===== src/hdl/ftp_pkg.sv =====
// Package for the fixed-timestep tick pacer.
// Holds operation and status codes, field widths, default settings and the
// state and result structs shared by the step logic and the top level.
package ftp_pkg;

  // Field widths
  localparam int TIME_W   = 64;
  localparam int PERIOD_W = 16;
  localparam int OP_W     = 2;
  localparam int LAG_W    = 6;
  localparam int STATUS_W = 2;
  localparam int TICK_W   = 2;

  // Configuration register indexes
  localparam int CFG_IDX_W = 1;
  localparam logic [CFG_IDX_W-1:0] CFG_TARGET_DELTA = 1'd0;
  localparam logic [CFG_IDX_W-1:0] CFG_QUALITY      = 1'd1;

  // Register reset values
  localparam logic [PERIOD_W-1:0] TARGET_DELTA_RESET = 16'd16;
  localparam logic                QUALITY_RESET      = 1'b1;

  // Default grant limit
  localparam int MAX_TICKS_DEFAULT = 3;

  // Operation codes
  localparam logic [OP_W-1:0] OP_START  = 2'd0;
  localparam logic [OP_W-1:0] OP_UPDATE = 2'd1;
  localparam logic [OP_W-1:0] OP_FAIL   = 2'd2;

  // Status codes
  localparam logic [STATUS_W-1:0] STATUS_OK         = 2'd0;
  localparam logic [STATUS_W-1:0] STATUS_FAILED     = 2'd1;
  localparam logic [STATUS_W-1:0] STATUS_FAILED_NOW = 2'd2;

  // Lag limits
  localparam logic [LAG_W-1:0] LAG_FAIL_LIMIT = 6'd30;
  localparam logic [LAG_W-1:0] LAG_NOTICE_1   = 6'd20;
  localparam logic [LAG_W-1:0] LAG_NOTICE_2   = 6'd40;
  localparam logic [LAG_W-1:0] LAG_NOTICE_3   = 6'd60;

  // Pacer state
  typedef struct packed {
    logic [TIME_W-1:0] ticked_up_to;
    logic [TIME_W-1:0] last_advanced;
    logic [LAG_W-1:0]  lag_count;
    logic              failed;
  } state_t;

  // One result
  typedef struct packed {
    logic [TICK_W-1:0]   tick_count;
    logic [STATUS_W-1:0] status;
    logic                lag_notice;
  } result_t;

endpackage


===== src/hdl/ftp_step.sv =====
// Step logic of the fixed-timestep tick pacer: next state and result for one
// request, purely combinational.
// Depends on ftp_pkg.
module ftp_step #(
  parameter int MAX_TICKS_PER_UPDATE = ftp_pkg::MAX_TICKS_DEFAULT
) (
  input  logic [ftp_pkg::OP_W-1:0]     op,
  input  logic [ftp_pkg::TIME_W-1:0]   now,
  input  logic [ftp_pkg::PERIOD_W-1:0] target_delta_ms,
  input  logic                         quality_checks,
  input  ftp_pkg::state_t              state,
  output ftp_pkg::state_t              state_next,
  output ftp_pkg::result_t             result
);

  localparam int TW = $clog2(MAX_TICKS_PER_UPDATE + 1);
  localparam int MW = ftp_pkg::PERIOD_W + $clog2(MAX_TICKS_PER_UPDATE + 1);

  logic [ftp_pkg::PERIOD_W-1:0] period;
  logic [ftp_pkg::TIME_W-1:0]   since;
  logic [ftp_pkg::TIME_W-1:0]   ahead;
  logic [ftp_pkg::TIME_W-1:0]   behind;
  logic                         too_early;
  logic [TW-1:0]                ticks;
  logic [ftp_pkg::TIME_W-1:0]   cand [1:MAX_TICKS_PER_UPDATE];
  logic [ftp_pkg::LAG_W-1:0]    lag_inc;
  logic                         full_grant;

  // Zero period counts as one
  assign period = (target_delta_ms == '0) ? ftp_pkg::PERIOD_W'(1) : target_delta_ms;

  // Time since last advance, and tick mark relative to now
  assign since     = now - state.last_advanced;
  assign too_early = since[ftp_pkg::TIME_W-1] ||
                     (since < ftp_pkg::TIME_W'(period >> 1));
  assign ahead     = state.ticked_up_to - now;
  assign behind    = '0 - ahead;

  // Grant: one tick plus one per full period of lag, capped
  always_comb begin
    ticks = TW'(1);
    for (int k = 1; k < MAX_TICKS_PER_UPDATE; k++) begin
      if (behind >= ftp_pkg::TIME_W'(MW'(period) * MW'(k))) begin
        ticks = ticks + TW'(1);
      end
    end
  end

  // Candidate tick marks, one per possible grant
  always_comb begin
    for (int k = 1; k <= MAX_TICKS_PER_UPDATE; k++) begin
      cand[k] = state.ticked_up_to + ftp_pkg::TIME_W'(MW'(period) * MW'(k));
    end
  end

  assign full_grant = (ticks == TW'(MAX_TICKS_PER_UPDATE));
  assign lag_inc    = state.lag_count + ftp_pkg::LAG_W'(1);

  // Request decode
  always_comb begin
    state_next = state;
    result     = '0;
    case (op)
      ftp_pkg::OP_START: begin
        state_next.ticked_up_to  = now;
        state_next.last_advanced = now;
        state_next.lag_count     = '0;
        state_next.failed        = 1'b0;
      end
      ftp_pkg::OP_FAIL: begin
        state_next.failed = 1'b1;
      end
      ftp_pkg::OP_UPDATE: begin
        if (state.failed) begin
          result.status = ftp_pkg::STATUS_FAILED;
        end else if (!too_early && ahead[ftp_pkg::TIME_W-1]) begin
          if (full_grant && quality_checks) begin
            state_next.lag_count = lag_inc;
          end else begin
            state_next.lag_count = '0;
          end
          if (full_grant && quality_checks && (lag_inc > ftp_pkg::LAG_FAIL_LIMIT)) begin
            // sustained lag: fail, keep the time marks
            state_next.failed = 1'b1;
            result.status     = ftp_pkg::STATUS_FAILED_NOW;
          end else begin
            state_next.last_advanced = now;
            state_next.ticked_up_to  = cand[ticks];
            result.tick_count        = ftp_pkg::TICK_W'(ticks);
            result.lag_notice        = full_grant && quality_checks &&
                                       (lag_inc == '0 ||
                                        lag_inc == ftp_pkg::LAG_NOTICE_1 ||
                                        lag_inc == ftp_pkg::LAG_NOTICE_2 ||
                                        lag_inc == ftp_pkg::LAG_NOTICE_3);
          end
        end
      end
      default: begin
        state_next = state;
      end
    endcase
  end

endmodule


===== src/hdl/fixed_timestep_tick_pacer.sv =====
// Top level of the fixed-timestep tick pacer: input register, state,
// configuration registers and result register around ftp_step.
// Depends on ftp_pkg and ftp_step.
//
// Usage: each request on the input channel (in_valid/in_ready) carries an
// operation (start, update, tick failure) and a signed millisecond time.
// Every request yields exactly one result on the output channel
// (out_valid/out_ready): ticks to run, status and a lag notice.
// Path: an accepted request enters the input register; its result is
// loaded into the result register once that is free (out_valid low or
// out_ready high) and is offered from then on.
// Throughput: one request per cycle while out_ready does not stall the
// output, set by the combinational step logic between the input register
// and the result register, which also updates the pacer state.
// Stall: while out_ready is low the result holds; the input register still
// takes one more request, after which in_ready drops until the result leaves.
// Reset: clears the time marks, lag count, failed flag and both valid flags;
// the tick period returns to 16 ms and quality checks turn on.
// Configuration: cfg_write with cfg_index 0 sets target_delta_ms, index 1
// sets quality_checks (bit 0 of cfg_data); write only while idle.
module fixed_timestep_tick_pacer #(
  parameter int MAX_TICKS_PER_UPDATE = ftp_pkg::MAX_TICKS_DEFAULT
) (
  input  logic                                clk,
  input  logic                                rst,
  // configuration
  input  logic                                cfg_write,
  input  logic [ftp_pkg::CFG_IDX_W-1:0]       cfg_index,
  input  logic [ftp_pkg::PERIOD_W-1:0]        cfg_data,
  // requests
  input  logic                                in_valid,
  output logic                                in_ready,
  input  logic [ftp_pkg::OP_W-1:0]            operation,
  input  logic signed [ftp_pkg::TIME_W-1:0]   now_ms,
  // results
  output logic                                out_valid,
  input  logic                                out_ready,
  output logic [ftp_pkg::TICK_W-1:0]          tick_count,
  output logic [ftp_pkg::STATUS_W-1:0]        status,
  output logic                                lag_notice
);

  logic [ftp_pkg::PERIOD_W-1:0] target_delta_ms;
  logic                         quality_checks;
  ftp_pkg::state_t              state;
  ftp_pkg::state_t              state_next;
  ftp_pkg::result_t             result;

  logic                         req_valid;
  logic [ftp_pkg::OP_W-1:0]     req_op;
  logic [ftp_pkg::TIME_W-1:0]   req_now;
  logic                         res_load;

  // Handshake
  assign res_load = req_valid && (!out_valid || out_ready);
  assign in_ready = !req_valid || res_load;

  // Configuration registers
  always_ff @(posedge clk) begin
    if (rst) begin
      target_delta_ms <= ftp_pkg::TARGET_DELTA_RESET;
      quality_checks  <= ftp_pkg::QUALITY_RESET;
    end else if (cfg_write) begin
      case (cfg_index)
        ftp_pkg::CFG_TARGET_DELTA: target_delta_ms <= cfg_data;
        ftp_pkg::CFG_QUALITY:      quality_checks  <= cfg_data[0];
        default:                   quality_checks  <= quality_checks;
      endcase
    end
  end

  // Input register
  always_ff @(posedge clk) begin
    if (rst) begin
      req_valid <= 1'b0;
    end else if (in_ready) begin
      req_valid <= in_valid;
    end
  end

  always_ff @(posedge clk) begin
    if (in_valid && in_ready) begin
      req_op  <= operation;
      req_now <= now_ms;
    end
  end

  // Step logic
  ftp_step #(
    .MAX_TICKS_PER_UPDATE(MAX_TICKS_PER_UPDATE)
  ) u_step (
    .op              (req_op),
    .now             (req_now),
    .target_delta_ms (target_delta_ms),
    .quality_checks  (quality_checks),
    .state           (state),
    .state_next      (state_next),
    .result          (result)
  );

  // Pacer state, updated as a request moves into the result register
  always_ff @(posedge clk) begin
    if (rst) begin
      state <= '0;
    end else if (res_load) begin
      state <= state_next;
    end
  end

  // Result register
  always_ff @(posedge clk) begin
    if (rst) begin
      out_valid <= 1'b0;
    end else if (res_load) begin
      out_valid <= 1'b1;
    end else if (out_ready) begin
      out_valid <= 1'b0;
    end
  end

  always_ff @(posedge clk) begin
    if (res_load) begin
      tick_count <= result.tick_count;
      status     <= result.status;
      lag_notice <= result.lag_notice;
    end
  end

endmodule


===== config.mk =====
export PLATFORM = sky130hd
export DESIGN_NAME = fixed_timestep_tick_pacer
export DESIGN_NICKNAME = d
export VERILOG_FILES = /design/src/hdl/ftp_pkg.sv /design/src/hdl/ftp_step.sv /design/src/hdl/fixed_timestep_tick_pacer.sv
export SDC_FILE = /design/constraint.sdc
export NUM_CORES = 1
export LEC_CHECK = 0
export BUFFER_PORTS_ARGS = -buffer_cell sky130_fd_sc_hd__buf_2
export CORE_MARGIN = 3
export CORE_UTILIZATION = 40
export CTS_CLUSTER_SIZE = 8
export DETAILED_ROUTE_END_ITERATION = 8
export SYNTH_ARGS = -nofsm -noshare
export SYNTH_HDL_FRONTEND = slang
export SYNTH_SLANG_ARGS = --single-unit
export TNS_END_PERCENT = 50

===== constraint.sdc =====
create_clock -name clk -period 11.69 [get_ports clk]
set_input_delay 1.7535 -clock clk [delete_from_list [all_inputs] [get_ports clk]]
set_output_delay 1.7535 -clock clk [all_outputs]
set_load 0.01 [all_outputs]

==> results.cfg, run 1 <==
[worst_setup_path]
critical_path.max_fanout = 22
critical_path.endpoint_type = flop
cp.required_ns = 12.09
start_kind = flop
crit_type = reg2reg
critPathArrivalTime_ns = 10.00
r2r.worst_path.cells = 27

[logic_synthesis]
postSynth.asyncResetShare_pct = 0
synth.net_count = 3655
synth_top_area_share_pct = 12.4
postSynthCellCount = 3313
yosysMostFrequentCell = sky130_fd_sc_hd__nor2_1
flops_latches_synth = 225
mappedNetlistArea_um2 = 24900
synth_top_area_cell = sky130_fd_sc_hd__dfxtp_1
synth_enable_flop_cells = 71
synthTopCellsByArea = sky130_fd_sc_hd__dfxtp_1 12%, sky130_fd_sc_hd__ha_1 12%, sky130_fd_sc_hd__edfxtp_1 8.6%
dominantRegCellSynth = sky130_fd_sc_hd__dfxtp_1
post_synth_most_frequent_cells = 337 x sky130_fd_sc_hd__nor2_1, 300 x sky130_fd_sc_hd__nand2_1, 295 x sky130_fd_sc_hd__a21oi_1
yosysWarningCount = 0
synth_area_per_cell_um2 = 7.52
ys_types = 99
synth_sequential_area_ratio_pct = 20.9

[drt]
post-route-drc-count = 0
routed_wirelength_um = 88600
drt_pass1_iterations = 9
detail_route.iter0.violations = 2612
routedWlPerCell_um = 21.4
ant_nets = 0
vias = 25400
via_per_inst = 6.13

[sta]
layout_worst_path_cycle_share_pct = 82.1
setup_violations = 0
grt_setup_unrepaired = no
timing.final.max_slew_violations = 0
clk_skew_ns = 0.0205
max-slew-margin-rel_pct = 28.4
hold_violations = 0
min_period_ns = 9.60
total_negative_setup_slack_ns = 0
fmaxAchievable_mhz = 104
max_slew.worst_pin.slew_ns = 1.07

[status]
outcome = finished, final reports clean

[finish]
n_antenna_cell = 0
finalCoreUtilization_pct = 44.1
layout-drive-gt1-share_pct = 6.39
final_nets = 3641
layout.filler_cells = 6315
layout-area-overhead-vs-synth_pct = 7.99

[clock_tree]
cts_tree = yes
cts-htree-levels = 2
clock_sink_count = 225
clock_tree.root_cell = sky130_fd_sc_hd__clkbuf_16
post_cts.resized_instances = 0
insertion_delay_ns = 0.52
cts.reportedPaths.clkPinSlew_ns = 0.05
post_cts_buffers = 0
cts-buffers-inserted = 34
cts_hold_repair_buffers = 0
clock_tree.buffer_depth = 3

[grt]
grt-ovfl-total = 0
via_count_of_the_first_global_routing_pass = 23400
grt_first_pass_wirelength_um = 135000
grt_start_max_net_pins = 111
gr-usage-all-layers_pct = 25.8
antenna_violations_before_repair = 0

[power]
swShare_pct = 35.2
pwr_density_cell_nw_per_um2 = 98.1
pwr-share-comb_pct = 31.0
pwr-share-seq_pct = 33.9
switchingPower_uw = 930
leakage_nw = 10.5
post-layout-total-power_mw = 2.64
peak_supply_drop_mv = 0.0997
internal_power_mw = 1.71
clock_power_share_pct = 35.1

[floorplan]
top_level_ports = 95
floorplan.initialDensity_pct = 40.9
core_area_um2 = 60900
placement_rows = 90
die_height_um = 256
die_width_um = 256
die-area_um2 = 65300

[placed_design]
portBuffers = 94
post-dp-hpwl_um = 70400
gpl.final_weighted_congestion = 1.01

[worst_hold_path]
min_delay_path_depth = 2
kind_of_path_behind_the_tightest_hold_check = reg2reg

[flow_run]
cap_violations = 0
## state kept, by name, summed over array words and instances (netlist names), 2 cells and up
register / flops
state: 135
req_now: 64
target_delta_ms: 16
req_op: 2
status: 2
tick_count: 2
## worst max-delay path: stages, from the launching register on
cell,delay [ns]
sky130_fd_sc_hd__edfxtp_1,0.41
sky130_fd_sc_hd__inv_1,0.15
sky130_fd_sc_hd__ha_1,0.36
sky130_fd_sc_hd__a21oi_1,0.50
sky130_fd_sc_hd__o21ai_1,0.26
sky130_fd_sc_hd__a21o_1,0.24
sky130_fd_sc_hd__a2111oi_0,0.40
sky130_fd_sc_hd__a311oi_1,0.17
sky130_fd_sc_hd__a2111oi_2,0.56
sky130_fd_sc_hd__nand4_2,0.39
sky130_fd_sc_hd__nor4_1,0.89
sky130_fd_sc_hd__nand4_1,0.24
sky130_fd_sc_hd__mux2i_1,0.20
sky130_fd_sc_hd__o22ai_1,0.10
sky130_fd_sc_hd__a221oi_1,0.48
sky130_fd_sc_hd__or4b_1,0.50
sky130_fd_sc_hd__ha_1,0.35
sky130_fd_sc_hd__inv_1,0.66
sky130_fd_sc_hd__o211ai_1,0.19
sky130_fd_sc_hd__a21o_1,0.20
sky130_fd_sc_hd__o311a_1,0.23
sky130_fd_sc_hd__nand2_1,0.25
sky130_fd_sc_hd__a21boi_1,0.67
sky130_fd_sc_hd__nand2_1,0.31
sky130_fd_sc_hd__nor3_1,0.27
sky130_fd_sc_hd__xnor2_1,0.15
sky130_fd_sc_hd__nor3_1,0.06
sky130_fd_sc_hd__o221a_2,0.27
## through the flow
stage	hold slack, ns	instances	instance area [µm²]	setup slack (ns)
after floorplan	0.439	3313	24900	4.65
after global placement	0.462	4091	25900	2.45
after detailed placement	0.470	4091	25900	2.27
after CTS	0.474	4148	26900	2.24
after global routing	0.507	4148	26900	1.62
final	0.478	4148	26900	2.09
## path summary, 6_finish.rpt
| kind | from | to | slack [ns] |
|---|---|---|---|
| max | req_now[8] | state[99] | 2.09 |
| min | target_delta_ms[0] | target_delta_ms[0] | 0.48 |
| max reg2reg | req_now[8] | state[99] | 2.09 |
| min reg2reg | target_delta_ms[0] | target_delta_ms[0] | 0.48 |
## area by class of cell
type,count,area [µm²],share of cell area (%)
flip-flops and latches,225,5220,19.4
multi-input cells,2710,18200,67.8
inverters,217,815,3.03
repair buffers,111,613,2.28
clock buffers,56,976,3.63
clock inverters,1,8.76,0.0326
well taps,828,1040,3.85
## cells by family after synthesis
group	share of synthesized area, %
buf+inv	5.92
mux	3.32
fa+ha+maj	13.4
simple gates	22.7
xor+xnor	5.38
flops	20.9
compound gates	28.4
## cells in the final DEF, fill, tap and decap left out, types with 32 or more instances in the layout
cell type / netlist / layout
sky130_fd_sc_hd__dfxtp_1: 154 / 154
sky130_fd_sc_hd__mux2i_1: 77 / 77
sky130_fd_sc_hd__nand2_1: 300 / 300
sky130_fd_sc_hd__xnor2_1: 76 / 76
sky130_fd_sc_hd__xor2_1: 77 / 77
sky130_fd_sc_hd__buf_2: 33 / 93
sky130_fd_sc_hd__ha_1: 234 / 233
sky130_fd_sc_hd__nor2_1: 337 / 337
sky130_fd_sc_hd__o21a_1: 34 / 34
sky130_fd_sc_hd__nor3_1: 89 / 89
sky130_fd_sc_hd__nand2b_1: 32 / 32
sky130_fd_sc_hd__a21oi_1: 295 / 295
sky130_fd_sc_hd__a21o_1: 66 / 66
sky130_fd_sc_hd__nand4_1: 87 / 87
sky130_fd_sc_hd__edfxtp_1: 71 / 71
sky130_fd_sc_hd__inv_1: 217 / 217
sky130_fd_sc_hd__a211oi_1: 51 / 51
sky130_fd_sc_hd__nand3_1: 77 / 77
sky130_fd_sc_hd__clkbuf_16: 0 / 36
sky130_fd_sc_hd__o21ai_0: 233 / 233
## metal layers
metal / share of wire [%] / global-route usage (%) / up-vias
met1: 45 / 36.5 / 12000
met5: 0 / 0 / -
met2: 43 / 39.8 / 1024
met3: 7.9 / 3.91 / 178
li1: - / - / 12300
met4: 4.0 / 9.52 / 0
## power by group through the flow
stage / clock network [mW] / registers [mW] / logic (mW)
after floorplan: 0 / 0.885 / 0.592
after global placement: 0 / 0.907 / 0.801
after detailed placement: 0 / 0.908 / 0.799
after CTS: 0.953 / 0.892 / 0.804
after global routing: 0.981 / 0.898 / 0.906
final: 0.926 / 0.895 / 0.818
Power figures use the tool's default switching activity.
==> run 2, diff against run 1 <==
==> constraint.sdc (replaced) <==
create_clock -name clk -period 8.1 [get_ports clk]
set_input_delay 1.215 -clock clk [delete_from_list [all_inputs] [get_ports clk]]
set_output_delay 1.215 -clock clk [all_outputs]
set_load 0.01 [all_outputs]
==> run 2 against run 1 <==
  * Wire length rose by 3.9%
  * Total power is 47% higher
  * Clock power is 46% higher
  * Register-to-register slack worse by 1.8 ns
  * Cell count grew 2.2%
  * Hold slack got worse by 0.0054 ns
  * Global-route usage increased by 0.93 points
  * Clock-buffer cell count down 1
  * Utilization up 1.5 points
  * Die area stayed put
==> results.cfg, run 2 (same netlist as run 1, synthesis figures left out) <==
[finish]
register_area_um2 = 5220
highest_count_cells_in_the_layout_ignoring_fill_and_taps = 336 x sky130_fd_sc_hd__nor2_1, 300 x sky130_fd_sc_hd__nand2_1, 290 x sky130_fd_sc_hd__a21oi_1
reg_top3 = state x135, req_now x64, target_delta_ms x16
largest_register_ffs = 135
layout.filler_cells = 6256
n_antenna_cell = 0
finalCoreUtilization_pct = 45.7
layout-area-overhead-vs-synth_pct = 11.8
final_nets = 3732
multiInputGateArea_um2 = 18400
mostFrequentLayoutCell = sky130_fd_sc_hd__nor2_1
top_register = state
layout-drive-gt1-share_pct = 9.70

[clock_tree]
clock_sink_count = 225
clock_tree.buffer_depth = 3
cts-buffers-inserted = 34
cts_hold_repair_buffers = 0
cts_tree = yes
cts.reportedPaths.clkPinSlew_ns = 0.06
insertion_delay_ns = 0.54
clock_tree.root_cell = sky130_fd_sc_hd__clkbuf_16
cts-htree-levels = 2

[sta]
clk_skew_ns = 0.0395
max-slew-margin-rel_pct = 25.0
max_slew.worst_pin.slew_ns = 1.10
timing.final.max_slew_violations = 0
layout_worst_path_cycle_share_pct = 96.0
fmaxAchievable_mhz = 129
grt_setup_unrepaired = yes
setup_violations = 0
min_period_ns = 7.78
timing.hold.ws_ns = 0.473
hold_violations = 0

[drt]
detail_route.iter0.violations = 2956
drt_pass1_iterations = 7
ant_nets = 0
vias = 26000
via_per_inst = 6.13
routedWlPerCell_um = 21.7
post-route-drc-count = 0
routed_wirelength_um = 92000

[worst_setup_path]
critPathMaxStageDelay_ns = 0.81
start_kind = flop
critical_path.endpoint_type = flop
critPathArrivalTime_ns = 8.23
critical_path.max_fanout = 40
r2r.worst_path.cells = 24
crit_type = reg2reg
cp_slowest_cell = sky130_fd_sc_hd__a211oi_1
path_cells = inv_1 -> ha_2 -> nand4_1 -> or4_4 -> o311ai_4 -> buf_4 -> nor4_1 -> a211oi_1 -> nand4b_1 -> nor4_4 -> nand2_1 -> o21ai_0 -> a211o_1 -> nor4_1 -> nand4_1 -> or4b_4 -> ha_2 -> buf_4 -> nor2_1 -> a22oi_1 -> buf_4 -> nor3_1 -> nor4_1 -> a211oi_1
cp.required_ns = 8.55

[floorplan]
top_level_ports = 95
floorplan.initialDensity_pct = 40.9
die_height_um = 256
core_area_um2 = 60900
placement_rows = 90
die-area_um2 = 65300
die_width_um = 256

[grt]
antenna_violations_before_repair = 0
grt-busiest-layer = met2
gr-usage-all-layers_pct = 26.8
grt_start_max_net_pins = 81
use_met2_pct = 40.5
via_count_of_the_first_global_routing_pass = 23800
met3_usage_pct = 3.95
grt_first_pass_wirelength_um = 140000
global_route.usage.met1_pct = 38.9
grt-ovfl-total = 0

[flow_run]
cap_violations = 0

[power]
leakage_nw = 11.0
peak_supply_drop_mv = 0.148
pwr_density_cell_nw_per_um2 = 139

[worst_hold_path]
kind_of_path_behind_the_tightest_hold_check = reg2reg
min_delay_path_depth = 2

[placed_design]
portBuffers = 94
post-dp-hpwl_um = 73600
gpl.final_weighted_congestion = 1.00

[status]
outcome = finished, final reports clean
run 2: cell count changes in the layout (fill, tap and decap cells not counted), sizes merged:
cell / previous run / this run
clkinv: 0 / 1
buf: 111 / 201
run 2: timing repair:
| item | CTS | global route |
|---|---|---|
| hold endpoints to repair | 0 | 0 |
| setup buffers | 0 | 7 |
| setup endpoints to repair | 63 | 127 |
| gates resized for setup | 1 | 33 |
| pin swaps | 0 | 9 |
| gates cloned | 0 | 1 |
run 2: critical path, delay by kind of cell, from the launching register on:
kind,cells,cell delay (ns)
AOI/OAI and AO/OA,6,2.13
buffers and inverters,4,0.89
DFF,1,0.45
and+or+nand+nor,12,3.44
adders and majority gates,2,0.81
run 2: where the power goes:
group | leakage [nW] | switching (mW) | internal, mW
clock | 0.469 | 0.544 | 0.804
combinational | 8.58 | 0.775 | 0.466
sequential | 1.94 | 0.0688 | 1.22
run 2: path summary, 6_finish.rpt:
check | startpoint | endpoint | slack [ns]
worst min-delay path | target_delta_ms[0] | target_delta_ms[0] | 0.47
worst min register to register | target_delta_ms[0] | target_delta_ms[0] | 0.47
worst max-delay path | req_now[28] | state[121] | 0.32
worst max register to register | req_now[28] | state[121] | 0.32
run 2: final cells by class:
class / instances / share of cell area, %
clock buffer: 55 / 3.45
multi-input combinational: 2710 / 66.1
inverter: 217 / 2.93
sequential: 225 / 18.7
timing repair buffer: 202 / 5.05
clock inverter: 2 / 0.0494
tap: 828 / 3.72
run 2: routing by layer:
layer / share of wire, % / vias to the layer above / routed length, µm
li1: - / 12400 / -
met1: 47 / 12200 / 42900
met2: 42 / 1095 / 38700
met3: 7.8 / 187 / 7140
met4: 3.6 / 0 / 3350
met5: 0 / - / 0
run 2: through the flow:
step / cells / power [mW] / setup WS, ns / TNS (ns) / area, µm²
6_report: 4239 / 3.88 / 0.322 / 0 / 27800
4_1_cts: 4231 / 3.87 / 0.177 / 0 / 27600
2_1_floorplan: 3313 / 2.13 / 1.06 / 0 / 24900
3_5_place_dp: 4174 / 2.50 / -0.0672 / -0.864 / 26600
5_1_grt: 4239 / 4.08 / -0.0333 / -0.0387 / 27800
3_3_place_gp: 4174 / 2.51 / -0.0653 / -0.0653 / 26600
